===== config.mk =====
export PLATFORM = sky130hd
export DESIGN_NAME = page_cache_writeback_controller_top
export DESIGN_NICKNAME = d
export VERILOG_FILES = /design/src/rtl/pcwb_pkg.sv /design/src/rtl/pcwb_front.sv /design/src/rtl/pcwb_fifo.sv /design/src/rtl/pcwb_back.sv /design/src/rtl/page_cache_writeback_controller_top.sv
export SDC_FILE = /design/constraint.sdc
export NUM_CORES = 2
export LEC_CHECK = 0
export BUFFER_PORTS_ARGS = -buffer_cell sky130_fd_sc_hd__buf_2
export CAP_MARGIN = 20
export CORE_ASPECT_RATIO = 0.75
export CORE_MARGIN = 1
export CORE_UTILIZATION = 25
export DETAILED_ROUTE_END_ITERATION = 16
export SLEW_MARGIN = 20
export SYNTH_ARGS = -nofsm -noshare
export SYNTH_HDL_FRONTEND = slang
export SYNTH_SLANG_ARGS = --single-unit
export TNS_END_PERCENT = 5

===== constraint.sdc =====
create_clock -name clk -period 8.8 [get_ports clk]
set_input_delay 0.88 -clock clk [delete_from_list [all_inputs] [get_ports clk]]
set_output_delay 0.88 -clock clk [all_outputs]
set_load 0.02 [all_outputs]

===== src/rtl/pcwb_pkg.sv =====
// ----------------------------------------------------------------------------
// pcwb_pkg
// Shared types, constants and helpers of the page cache writeback controller.
// ----------------------------------------------------------------------------
package pcwb_pkg;

	// Field widths fixed by the command and result formats.
	localparam int ADDR_W     = 32;
	localparam int LEN_W      = 19;
	localparam int TAG_W      = 18;
	localparam int CH_W       = 2;
	localparam int SHIFT_W    = 5;
	// Widest address a channel is taken from: an 18-bit tag times the largest page.
	localparam int CHAN_IN_W  = TAG_W + 16;

	localparam int FIFO_DEPTH = 4;
	localparam int FIFO_PTR_W = $clog2(FIFO_DEPTH);

	localparam logic [SHIFT_W-1:0] CHANNEL_SHIFT_RESET = 5'd23;

	// Command kinds.
	localparam logic OP_READ  = 1'b0;
	localparam logic OP_WRITE = 1'b1;

	typedef struct packed {
		logic              op;
		logic [ADDR_W-1:0] byte_address;
		logic [LEN_W-1:0]  length_bytes;
	} cmd_t;

	typedef struct packed {
		logic [TAG_W-1:0] page_number;
		logic             hit;
		logic             writeback;
		logic [CH_W-1:0]  writeback_channel;
		logic             fetch;
		logic [CH_W-1:0]  fetch_channel;
		logic             last;
	} res_t;

	// One page access as it travels from the front to the back.
	typedef struct packed {
		logic              op;
		logic [ADDR_W-1:0] addr;
		logic              last;
	} page_req_t;

	typedef struct packed {
		logic      valid;
		page_req_t req;
	} page_push_t;

	typedef struct packed {
		logic full;
		logic empty;
	} fifo_stat_t;

	// Flash channel of an address: shifted right, saturated at the top channel.
	function automatic logic [CH_W-1:0] chan_sat(input logic [CHAN_IN_W-1:0] a,
			input logic [SHIFT_W-1:0] sh, input logic [CHAN_IN_W-1:0] top);
		logic [CHAN_IN_W-1:0] shifted;
		shifted = a >> sh;
		if (shifted > top) begin
			shifted = top;
		end
		return shifted[CH_W-1:0];
	endfunction

endpackage


===== src/rtl/pcwb_front.sv =====
// ----------------------------------------------------------------------------
// pcwb_front
// Accepts a command, counts its pages and pushes one page access per cycle while the queue is not full.
// ----------------------------------------------------------------------------
module pcwb_front #(
	parameter int PAGE_BYTES = 16384,
	parameter int MAX_PAGES  = 16
) (
	input  logic                   clk,
	input  logic                   arst_n,
	input  logic                   start,
	input  pcwb_pkg::cmd_t         cmd,
	input  logic                   clearing,
	input  pcwb_pkg::fifo_stat_t   fifo_stat,
	output pcwb_pkg::page_push_t   push,
	output logic                   busy
);

	localparam int PAGE_SHIFT = $clog2(PAGE_BYTES);
	localparam int CNT_W      = $clog2(MAX_PAGES + 1);
	localparam int SUM_W      = pcwb_pkg::LEN_W + 1;

	logic [CNT_W-1:0]            rem_q;
	logic [pcwb_pkg::ADDR_W-1:0] addr_q;
	logic                        op_q;

	logic [SUM_W-1:0] len_sum;
	logic [SUM_W-1:0] pages_raw;
	logic [CNT_W-1:0] pages;
	logic             accept;
	logic             active;
	logic             do_push;

	// Page count, rounded up and saturated.
	always_comb begin
		len_sum   = SUM_W'(cmd.length_bytes) + SUM_W'(PAGE_BYTES - 1);
		pages_raw = len_sum >> PAGE_SHIFT;
		if (pages_raw > SUM_W'(MAX_PAGES)) begin
			pages = CNT_W'(MAX_PAGES);
		end else begin
			pages = pages_raw[CNT_W-1:0];
		end
	end

	assign active  = (rem_q != '0);
	assign busy    = active || clearing;
	assign accept  = start && !busy;
	assign do_push = active && !fifo_stat.full;

	assign push.valid    = do_push;
	assign push.req.op   = op_q;
	assign push.req.addr = addr_q;
	assign push.req.last = (rem_q == CNT_W'(1));

	always_ff @(posedge clk or negedge arst_n) begin
		if (!arst_n) begin
			rem_q <= '0;
		end else if (accept) begin
			rem_q <= pages;
		end else if (do_push) begin
			rem_q <= rem_q - CNT_W'(1);
		end
	end

	always_ff @(posedge clk) begin
		if (accept) begin
			addr_q <= cmd.byte_address;
			op_q   <= cmd.op;
		end else if (do_push) begin
			addr_q <= addr_q + pcwb_pkg::ADDR_W'(PAGE_BYTES);
		end
	end

endmodule


===== src/rtl/pcwb_fifo.sv =====
// ----------------------------------------------------------------------------
// pcwb_fifo
// Short queue of page accesses between the front and the back.
// ----------------------------------------------------------------------------
module pcwb_fifo (
	input  logic                  clk,
	input  logic                  arst_n,
	input  pcwb_pkg::page_push_t  push,
	input  logic                  pop,
	output pcwb_pkg::page_req_t   head,
	output pcwb_pkg::fifo_stat_t  stat
);

	localparam int PTR_W = pcwb_pkg::FIFO_PTR_W;

	pcwb_pkg::page_req_t entries_q [pcwb_pkg::FIFO_DEPTH];
	logic [PTR_W-1:0]    wr_ptr_q;
	logic [PTR_W-1:0]    rd_ptr_q;
	logic [PTR_W:0]      count_q;

	assign stat.full  = (count_q == (PTR_W + 1)'(pcwb_pkg::FIFO_DEPTH));
	assign stat.empty = (count_q == '0);
	assign head       = entries_q[rd_ptr_q];

	always_ff @(posedge clk or negedge arst_n) begin
		if (!arst_n) begin
			wr_ptr_q <= '0;
			rd_ptr_q <= '0;
			count_q  <= '0;
		end else begin
			if (push.valid) begin
				wr_ptr_q <= wr_ptr_q + PTR_W'(1);
			end
			if (pop) begin
				rd_ptr_q <= rd_ptr_q + PTR_W'(1);
			end
			if (push.valid && !pop) begin
				count_q <= count_q + (PTR_W + 1)'(1);
			end else if (pop && !push.valid) begin
				count_q <= count_q - (PTR_W + 1)'(1);
			end
		end
	end

	always_ff @(posedge clk) begin
		if (push.valid) begin
			entries_q[wr_ptr_q] <= push.req;
		end
	end

endmodule


===== src/rtl/pcwb_back.sv =====
// ----------------------------------------------------------------------------
// pcwb_back
// Clears the line store after reset, then looks up and updates one cache
// line per page access and produces the page result.
// ----------------------------------------------------------------------------
module pcwb_back #(
	parameter int LINES      = 128,
	parameter int PAGE_BYTES = 16384,
	parameter int CHANNELS   = 4
) (
	input  logic                                clk,
	input  logic                                arst_n,
	input  logic [pcwb_pkg::SHIFT_W-1:0]        channel_shift,
	input  pcwb_pkg::page_req_t                 head,
	input  pcwb_pkg::fifo_stat_t                fifo_stat,
	output logic                                pop,
	output logic                                clearing,
	output logic                                result_valid,
	output pcwb_pkg::res_t                      result
);

	localparam int PAGE_SHIFT = $clog2(PAGE_BYTES);
	localparam int LINE_W     = $clog2(LINES);
	localparam logic [pcwb_pkg::CHAN_IN_W-1:0] CHAN_TOP =
		pcwb_pkg::CHAN_IN_W'(CHANNELS - 1);

	typedef struct packed {
		logic                       dirty;
		logic [pcwb_pkg::TAG_W-1:0] tag;
	} line_t;

	typedef enum logic [1:0] {
		B_CLEAR,
		B_LOOK,
		B_EVAL
	} state_t;

	line_t mem [LINES];

	state_t              state_q;
	logic [LINE_W-1:0]   clr_q;
	pcwb_pkg::page_req_t entry_s1;
	line_t               rd_line_s1;
	pcwb_pkg::res_t      result_q;
	logic                result_valid_q;

	logic [LINE_W-1:0]              raddr;
	logic [LINE_W-1:0]              line_s1;
	logic [pcwb_pkg::TAG_W-1:0]     tag_s1;
	logic [pcwb_pkg::TAG_W+PAGE_SHIFT-1:0] victim_addr;
	logic                           hit;
	logic                           wb;
	logic                           fe;
	line_t                          new_line;
	logic                           mem_we;
	logic [LINE_W-1:0]              mem_waddr;
	line_t                          mem_wdata;
	pcwb_pkg::res_t                 res_next;

	assign raddr    = head.addr[PAGE_SHIFT +: LINE_W];
	assign line_s1  = entry_s1.addr[PAGE_SHIFT +: LINE_W];
	assign tag_s1   = pcwb_pkg::TAG_W'(entry_s1.addr >> PAGE_SHIFT);
	assign pop      = (state_q == B_LOOK) && !fifo_stat.empty;
	assign clearing = (state_q == B_CLEAR);

	always_comb begin
		hit         = (rd_line_s1.tag == tag_s1);
		wb          = !hit && rd_line_s1.dirty;
		fe          = !hit && (entry_s1.op == pcwb_pkg::OP_READ);
		victim_addr = {rd_line_s1.tag, {PAGE_SHIFT{1'b0}}};

		new_line.tag = tag_s1;
		if (entry_s1.op == pcwb_pkg::OP_WRITE) begin
			new_line.dirty = 1'b1;
		end else begin
			new_line.dirty = hit && rd_line_s1.dirty;
		end

		res_next.page_number       = tag_s1;
		res_next.hit               = hit;
		res_next.writeback         = wb;
		res_next.writeback_channel = wb ? pcwb_pkg::chan_sat(
			pcwb_pkg::CHAN_IN_W'(victim_addr), channel_shift, CHAN_TOP) : '0;
		res_next.fetch             = fe;
		res_next.fetch_channel     = fe ? pcwb_pkg::chan_sat(
			pcwb_pkg::CHAN_IN_W'(entry_s1.addr), channel_shift, CHAN_TOP) : '0;
		res_next.last              = entry_s1.last;

		mem_we    = (state_q == B_CLEAR) || (state_q == B_EVAL);
		mem_waddr = (state_q == B_CLEAR) ? clr_q : line_s1;
		mem_wdata = (state_q == B_CLEAR) ? line_t'('0) : new_line;
	end

	always_ff @(posedge clk) begin
		if (mem_we) begin
			mem[mem_waddr] <= mem_wdata;
		end
		rd_line_s1 <= mem[raddr];
	end

	always_ff @(posedge clk or negedge arst_n) begin
		if (!arst_n) begin
			state_q        <= B_CLEAR;
			clr_q          <= '0;
			result_valid_q <= 1'b0;
		end else begin
			result_valid_q <= 1'b0;
			case (state_q)
				B_CLEAR: begin
					clr_q <= clr_q + LINE_W'(1);
					if (clr_q == LINE_W'(LINES - 1)) begin
						state_q <= B_LOOK;
					end
				end
				B_LOOK: begin
					if (!fifo_stat.empty) begin
						entry_s1 <= head;
						state_q  <= B_EVAL;
					end
				end
				B_EVAL: begin
					result_q       <= res_next;
					result_valid_q <= 1'b1;
					state_q        <= B_LOOK;
				end
				default: begin
					state_q <= B_CLEAR;
				end
			endcase
		end
	end

	assign result_valid = result_valid_q;
	assign result       = result_q;

	a_result_after_eval: assert property (@(posedge clk) disable iff (!arst_n)
		result_valid_q |-> $past(state_q == B_EVAL))
		else $error("result strobe without a preceding line update");

	a_hit_no_miss_actions: assert property (@(posedge clk) disable iff (!arst_n)
		(result_valid_q && result_q.hit) |-> (!result_q.writeback && !result_q.fetch))
		else $error("hit reported together with writeback or fetch");

	a_no_pop_while_clearing: assert property (@(posedge clk) disable iff (!arst_n)
		(state_q == B_CLEAR) |-> (!pop && !result_valid_q))
		else $error("page access taken during the clearing pass");

	a_channels_zero_when_idle: assert property (@(posedge clk) disable iff (!arst_n)
		result_valid_q |-> ((result_q.writeback || result_q.writeback_channel == '0) &&
			(result_q.fetch || result_q.fetch_channel == '0)))
		else $error("channel given without its writeback or fetch");

endmodule


===== src/rtl/page_cache_writeback_controller_top.sv =====
// ----------------------------------------------------------------------------
// page_cache_writeback_controller_top
// Direct-mapped write-back page cache controller: splits read and write
// commands into page accesses and reports hit, writeback and fetch per page.
// ----------------------------------------------------------------------------
//
// Channel      Ports                          Handshake
// ------------ ------------------------------ ---------------------------------
// command      start, cmd, busy               beat taken when start && !busy
// result       result_valid, result           one-cycle strobe, cannot stall
// config       cfg_we, cfg_wdata              written when cfg_we is high
//
// After reset the line store (tags and dirty bits) is cleared in a pass over
// all LINES lines, one line per cycle; busy stays high during that pass.
// A command of n pages (n = ceil(length_bytes / PAGE_BYTES), at most MAX_PAGES)
// accepted on an idle block holds busy until its last page is queued. The
// front pushes one page per cycle while the four-entry page queue is not
// full; once it is full the front pushes only as the back pops.
// The back takes each page through two states: B_LOOK takes the page from
// the queue and reads the cache line from the line store memory, and B_EVAL
// compares, updates the line and registers the result.
// Because the receiver cannot stall, only a full page queue holds the
// front back, and busy then stays high until the front has queued the last
// page of the command.
// Configuration (channel_shift) is to be written only when the block is idle.
// LINES and PAGE_BYTES must be powers of two; the block does not check this.
// ----------------------------------------------------------------------------
module page_cache_writeback_controller_top #(
	parameter int LINES      = 128,
	parameter int PAGE_BYTES = 16384,
	parameter int CHANNELS   = 4,
	parameter int MAX_PAGES  = 16
) (
	input  logic                         clk,
	input  logic                         arst_n,
	input  logic                         start,
	input  pcwb_pkg::cmd_t               cmd,
	output logic                         busy,
	output logic                         result_valid,
	output pcwb_pkg::res_t               result,
	input  logic                         cfg_we,
	input  logic [pcwb_pkg::SHIFT_W-1:0] cfg_wdata
);

	// Log2 of the bytes per flash channel, used by the back for both the
	// victim channel and the fetch channel.
	logic [pcwb_pkg::SHIFT_W-1:0] channel_shift_q;

	pcwb_pkg::page_push_t  push;
	pcwb_pkg::fifo_stat_t  fifo_stat;
	pcwb_pkg::page_req_t   head;
	logic                  pop;
	logic                  clearing;

	always_ff @(posedge clk or negedge arst_n) begin
		if (!arst_n) begin
			channel_shift_q <= pcwb_pkg::CHANNEL_SHIFT_RESET;
		end else if (cfg_we) begin
			channel_shift_q <= cfg_wdata;
		end
	end

	// The front turns each command beat into page accesses.
	pcwb_front #(
		.PAGE_BYTES (PAGE_BYTES),
		.MAX_PAGES  (MAX_PAGES)
	) u_front (
		.clk       (clk),
		.arst_n    (arst_n),
		.start     (start),
		.cmd       (cmd),
		.clearing  (clearing),
		.fifo_stat (fifo_stat),
		.push      (push),
		.busy      (busy)
	);

	// The queue lets the front run ahead of the line updates.
	pcwb_fifo u_fifo (
		.clk    (clk),
		.arst_n (arst_n),
		.push   (push),
		.pop    (pop),
		.head   (head),
		.stat   (fifo_stat)
	);

	// The back owns the line store and produces one result per page.
	pcwb_back #(
		.LINES      (LINES),
		.PAGE_BYTES (PAGE_BYTES),
		.CHANNELS   (CHANNELS)
	) u_back (
		.clk           (clk),
		.arst_n        (arst_n),
		.channel_shift (channel_shift_q),
		.head          (head),
		.fifo_stat     (fifo_stat),
		.pop           (pop),
		.clearing      (clearing),
		.result_valid  (result_valid),
		.result        (result)
	);

endmodule


* After elaboration in Yosys (flattened, before gate mapping)
Memory sizes are Yosys's and may differ from the RTL's. A register that Yosys moved wholly into a read port is not among the register bits.
Index checks and enable logic that the tools add are counted.
Widths: inputs -> output; s select.
** Cells by class
- Add/sub/neg operators :: 8
- Magnitude comparators :: 3
- Equality and inequality tests :: 8
- Shift-type cells :: 2
- Muxes and demuxes :: 20
- Bitwise operators :: 2
- Reduce and logical (&&, ||, !) cells :: 24
** Operators by type and width (number)
- $gt 34x2->1 const B :: 2
- $shr 32x5->34 :: 2
- $mux 32 :: 2
- $add 32x15->32 const B :: 1
- $add 19x14->20 const B :: 1
- $mux 19 :: 1
- $eq 18x18->1 :: 1
- $mux 5 :: 3
- $logic_and 1x1->1 :: 8
- $mux 2 :: 4
- $add 7x1->7 const B :: 1
- $eq 7x7->1 const B :: 1
- $mux 7 :: 1
- $gt 6x5->1 const B :: 1
- $logic_not 1->1 :: 6
- $mux 1 :: 6
- $mux 3 :: 2
- $pmux 2 s3 :: 1
- $eq 5x1->1 const B :: 1
- $reduce_bool 5->1 :: 1
- $sub 5x1->5 const B :: 1
- $add 2x1->2 const B :: 2
- $reduce_and 2->1 :: 2
- $reduce_bool 2->1 :: 2
- other kinds (12) :: 14
** Storage, ports and cells
- Register bits :: 120
- RAM bits :: 2568
- Output and inout bits :: 28
- Logic and storage cells :: 89
- Memories kept :: 2
** Memories
- u_back.mem :: depth 128, width 19, read ports 1, clocked after Yosys merged registers in 1, write ports 1, line pcwb_back.sv:38 : line_t mem [LINES];
- u_fifo.entries_q :: depth 4, width 34, read ports 1, clocked after Yosys merged registers in 0, write ports 1, line pcwb_fifo.sv:16 : pcwb_pkg::page_req_t entries_q [pcwb_pkg::FIFO_DEPTH];

* Depth between registers and ports, before layout
- Depth after elaboration :: 7
- Mapped depth :: 13

* Modules after synthesis
From an unflattened synthesis, not the netlist that was laid out.
** Unflattened totals
- Cell total of the unflattened synthesis :: 4532
- Area, all modules :: 105836.5 um^2
** By module, submodules not included
- pcwb_back :: times used 1, cells an instance 4122, area an instance 98209.2 um^2, seq. area each 75462.4 um^2
- pcwb_fifo :: times used 1, cells an instance 212, area an instance 5353.9 um^2, seq. area each 4259.1 um^2
- pcwb_front :: times used 1, cells an instance 188, area an instance 2087.0 um^2, seq. area each 1116.1 um^2
- page_cache_writeback_controller_top :: times used 1, cells an instance 10, area an instance 186.4 um^2, seq. area each 130.1 um^2

* Worst setup path before layout
No wires, ideal clock.
- Kind :: reg-to-reg
- Start point :: register u_back.entry_s1[15] (netlist name)
- End point :: memory u_back.mem[0][18] (netlist name), data pin
- Library setup time :: 0.796 ns
- Arrival :: 4.567 ns
- Setup slack :: 3.437 ns
- Stages on the path, launching flop included :: 8
- Path buffers :: 1
- Clock period less this slack :: 5.363 ns
- Cells stage by stage :: edfxtp_1 > clkbuf_1 > xor2_1 > nor4_1 > nand3_1 > nor4_1 > a21oi_1 > nor2_1
** RTL lines
- from (decl) :: line pcwb_back.sv:42 : pcwb_pkg::page_req_t entry_s1;
- from (signal assigned) :: line pcwb_back.sv:117 : entry_s1 <= head;
- to (decl) :: line pcwb_back.sv:38

* Final worst setup path
- Start point :: register u_fifo.rd_ptr_q[0]
- End point :: register u_back.rd_line_s1[15] (netlist name)
** Between the ends
- Longest elaborated chain between the ends :: 1
** Ends and longest elaborated chain
- from (decl) :: line pcwb_fifo.sv:18 : logic [PTR_W-1:0] rd_ptr_q;
- from (signal assigned) :: line pcwb_fifo.sv:35 : rd_ptr_q <= rd_ptr_q + PTR_W'(1);
- $mem_v2 4x34
Every way passes these cells.
A chain may end at the register's enable or synchronous reset.

==> summary.txt <==
Synth
  • Synth area leaders: edfxtp_1, mux2i_1, nand2_1
  • Distinct cells, synth: 72
  • Synth top cells by count: edfxtp_1, nand2_1, mux2i_1
  • Ys Warns: 0
  • Mean Syn Cell Area: 14.9 sq um
  • Netlist Area Pre-Place: 0.108 sq mm
  • Number of synthesized flops with an enable pin: 2661
  • Area share of the largest cell type after synthesis: 74.1%
  • Synth area leader: edfxtp_1
  • Sequential share of the synthesized area: 75.1%
  • Most frequent cell after synthesis: edfxtp_1
  • Synthesis-stage register bit count: 2707
  • Mapped Nets: 7285
  • Synth async-reset ratio: 0.997%
  • Post-synthesis instance total: 7214
  • Synth Flop Type: edfxtp_1

Final layout
  • Synth-to-Final Area Change: 14.2%
  • Nets: 7372
  • Final cell count without fillers: 13163
  • Share of layout cells above drive strength 1: 11.7%

Timing
  • Setup TNS: 0 ps
  • Final setup fails: 0
  • Final hold vios: 0
  • Final Slew Violations: 0
  • Setup ws final: 2570 ps
  • Clock Skew: 124 ps
  • Achievable clock frequency: 160 MHz
  • Tcrit/Tclk final: 70.8%
  • RSZ-0062 raised after global routing: false
  • Tmin final: 6230 ps
  • Worst-margin pin slew: 1250 ps
  • Slew margin rel.: 16.0%

Routing
  • Post-DR wirelength/cell: 23.9 um
  • Initial drt markers: 9517
  • Drc violations: 0
  • Detailed Routing Iterations Pass 1: 7
  • Post-DRT Antenna Nets: 0
  • Vias: 65451
  • Detailed-route wire length: 315000 um
  • Via density: 4.97

Critical path
  • Required time worst endpoint: 9550 ps
  • Crit path kind: reg2reg
  • Critical Path, Cell by Cell: buf_4 -> mux2_2 -> buf_4 -> nand2_4 -> buf_4 -> buf_4 -> o221ai_1 -> a31oi_1 -> o21ai_0 -> nand4_1 -> nor2_1
  • Crit path largest cell delay: 1040 ps
  • CP max-delay cell: nand4_1
  • Reg2reg start: u_fifo.rd_ptr_q[0]
  • R2r setup slk: 2570 ps
  • Crit-path most repeated cell: buf_4
  • CP endpoint kind: register
  • CP Max Fanout: 36
  • Reg2reg path depth: 11
  • Crit path DAT: 6990 ps
  • Critical R2R Capture: u_back.rd_line_s1[15]
  • Worst Setup Start Kind: register

Clocking
  • Num CTS Buffers: 238
  • Clock Path Buffers: 4
  • H-tree Lvls: 4
  • Cts repair resizes: 0
  • CTS tree: yes
  • Clk root buf: clkbuf_16
  • Clock Latency Late Sink: 940 ps
  • CTS Sinks: 2707
  • Hold Buf Count CTS: 0
  • Post-CTS setup buffers: 0
  • Clk slew on worst S/H paths: 70 ps

Pwr
  • Leak pwr: 34.3 nW
  • Power per cell area: 199 mW/mm^2
  • Peak VDD IR: 0.202 mV

Min path
  • Worst hold path class: in2async

Placed design
  • HPWL after DPL: 179000 um
  • Placed insts: 12730
  • Setup WS pre-CTS: 2840 ps
  • Final Wtd Congestion: 0.836
  • PortBufs: 88

Status
  • Status: finished clean

Global routing
  • Initial antenna violation count: 18
  • Vias in the first global route: 61821
  • Largest net degree at the start of global routing: 157
  • First-pass GRT wire length: 448000 um
  • Total GRT Usage: 13.9%
  • Grt ovf: 0

Floorplanning
  • CORE AREA: 0.429 sq mm
  • I/O pin count: 89
  • Die W: 760 um
  • Initial Util: 25.1%
  • Site row count: 208
  • Die area: 0.434 sq mm
  • Vert. Die Dim: 571 um

Run
  • Max Cap Violations: 0
kinds of logic after synthesis:
logic type,count (synthesis),share of synthesized area (%)
buffers and inverters,499,2.28
and+or+nand+nor,2359,9.40
DFF,2707,75.1
xor gates and xnor gates,51,0.414
muxes,686,6.91
adders and majority gates,10,0.123
AOI/OAI and AO/OA,902,5.76
sequential cells by signal (all words and copies together), names as in the netlist:
name,cells
u_back.mem,2432
u_fifo.count_q,3
u_back.result_valid,1
u_front.rem_q,5
u_back.state_q,2
u_back.entry_s1,34
u_back.rd_line_s1,19
u_back.clr_q,7
u_front.addr_q,32
u_fifo.wr_ptr_q,2
u_back.result,26
u_fifo.entries_q,136
u_front.op_q,1
u_fifo.rd_ptr_q,2
channel_shift_q,5
cells in the final DEF, fill, tap and decap left out, types with 41 or more instances in the layout:
cell type     n
o221ai_1    292
clkinv_1     43
nor2_1       76
nand4_1      41
edfxtp_1   2661
mux4_2       44
nand3_1     612
a21oi_1      48
buf_2        88
clkbuf_16   240
o21ai_0     169
mux2i_1     622
a31oi_1     302
nand2_1    1362
buf_4       214
nor2_2      100
clkbuf_1     58
where the power goes:
group          total [mW]  internal (mW)  switching, mW
clock network        10.5           5.74           4.72
registers            13.9           13.9         0.0105
logic               0.107         0.0474         0.0600
through the flow:
| step | area [sq um] | hold WS, ps | power (mW) | utilization (%) |
|---|---|---|---|---|
| final | 123000 | 111 | 24.5 | 28.7 |
| after global routing | 123000 | 134 | 25.1 | 28.7 |
| after CTS | 123000 | 77.6 | 24.6 | 28.7 |
| after detailed placement | 115000 | 440 | 14.3 | 26.9 |
| after global placement | 115000 | 423 | 14.3 | 26.9 |
| after floorplan | 108000 | 400 | 14.3 | - |
critical path, delay by kind of cell, from the launching register on:
family	cells	cell delay (ps)
mux	1	330
flops	1	380
buf+inv	4	2140
compound gates	3	1120
simple gates	3	2030
worst max path at each step:
stage | from | to | slack, ps | depth (start not counted)
4_1_cts | u_fifo.rd_ptr_q[0] | u_back.rd_line_s1[15] | 2810 | 11
3_3_place_gp | u_fifo.rd_ptr_q[0] | u_back.rd_line_s1[4] | 2690 | 11
5_1_grt | u_fifo.rd_ptr_q[0] | u_back.rd_line_s1[15] | 2390 | 11
2_1_floorplan | u_back.entry_s1[15] | u_back.mem[0][18] | 3440 | 7
3_5_place_dp | u_fifo.rd_ptr_q[0] | u_back.rd_line_s1[15] | 2840 | 11
6_report | u_fifo.rd_ptr_q[0] | u_back.rd_line_s1[15] | 2570 | 11
metal layers:
layer	wire (um)	GRT usage [%]	vias up
li1	-	-	27853
met1	136000	20.6	33350
met2	134000	20.1	3760
met3	37600	3.41	484
met4	7750	3.29	4
met5	27	0	-
final cells by class:
| type | count | area [sq um] |
|---|---|---|
| Antenna cell | 2 | 5.00 |
| Clock buffer | 319 | 6510 |
| Clock inverter | 111 | 1100 |
| Fill cell | 42265 | 306000 |
| Inverter | 23 | 128 |
| Multi-Input combinational cell | 4008 | 24800 |
| Sequential cell | 2707 | 81000 |
| Tap cell | 5670 | 7090 |
| Timing Repair Buffer | 323 | 2470 |
(Power assumes the default switching activity.)
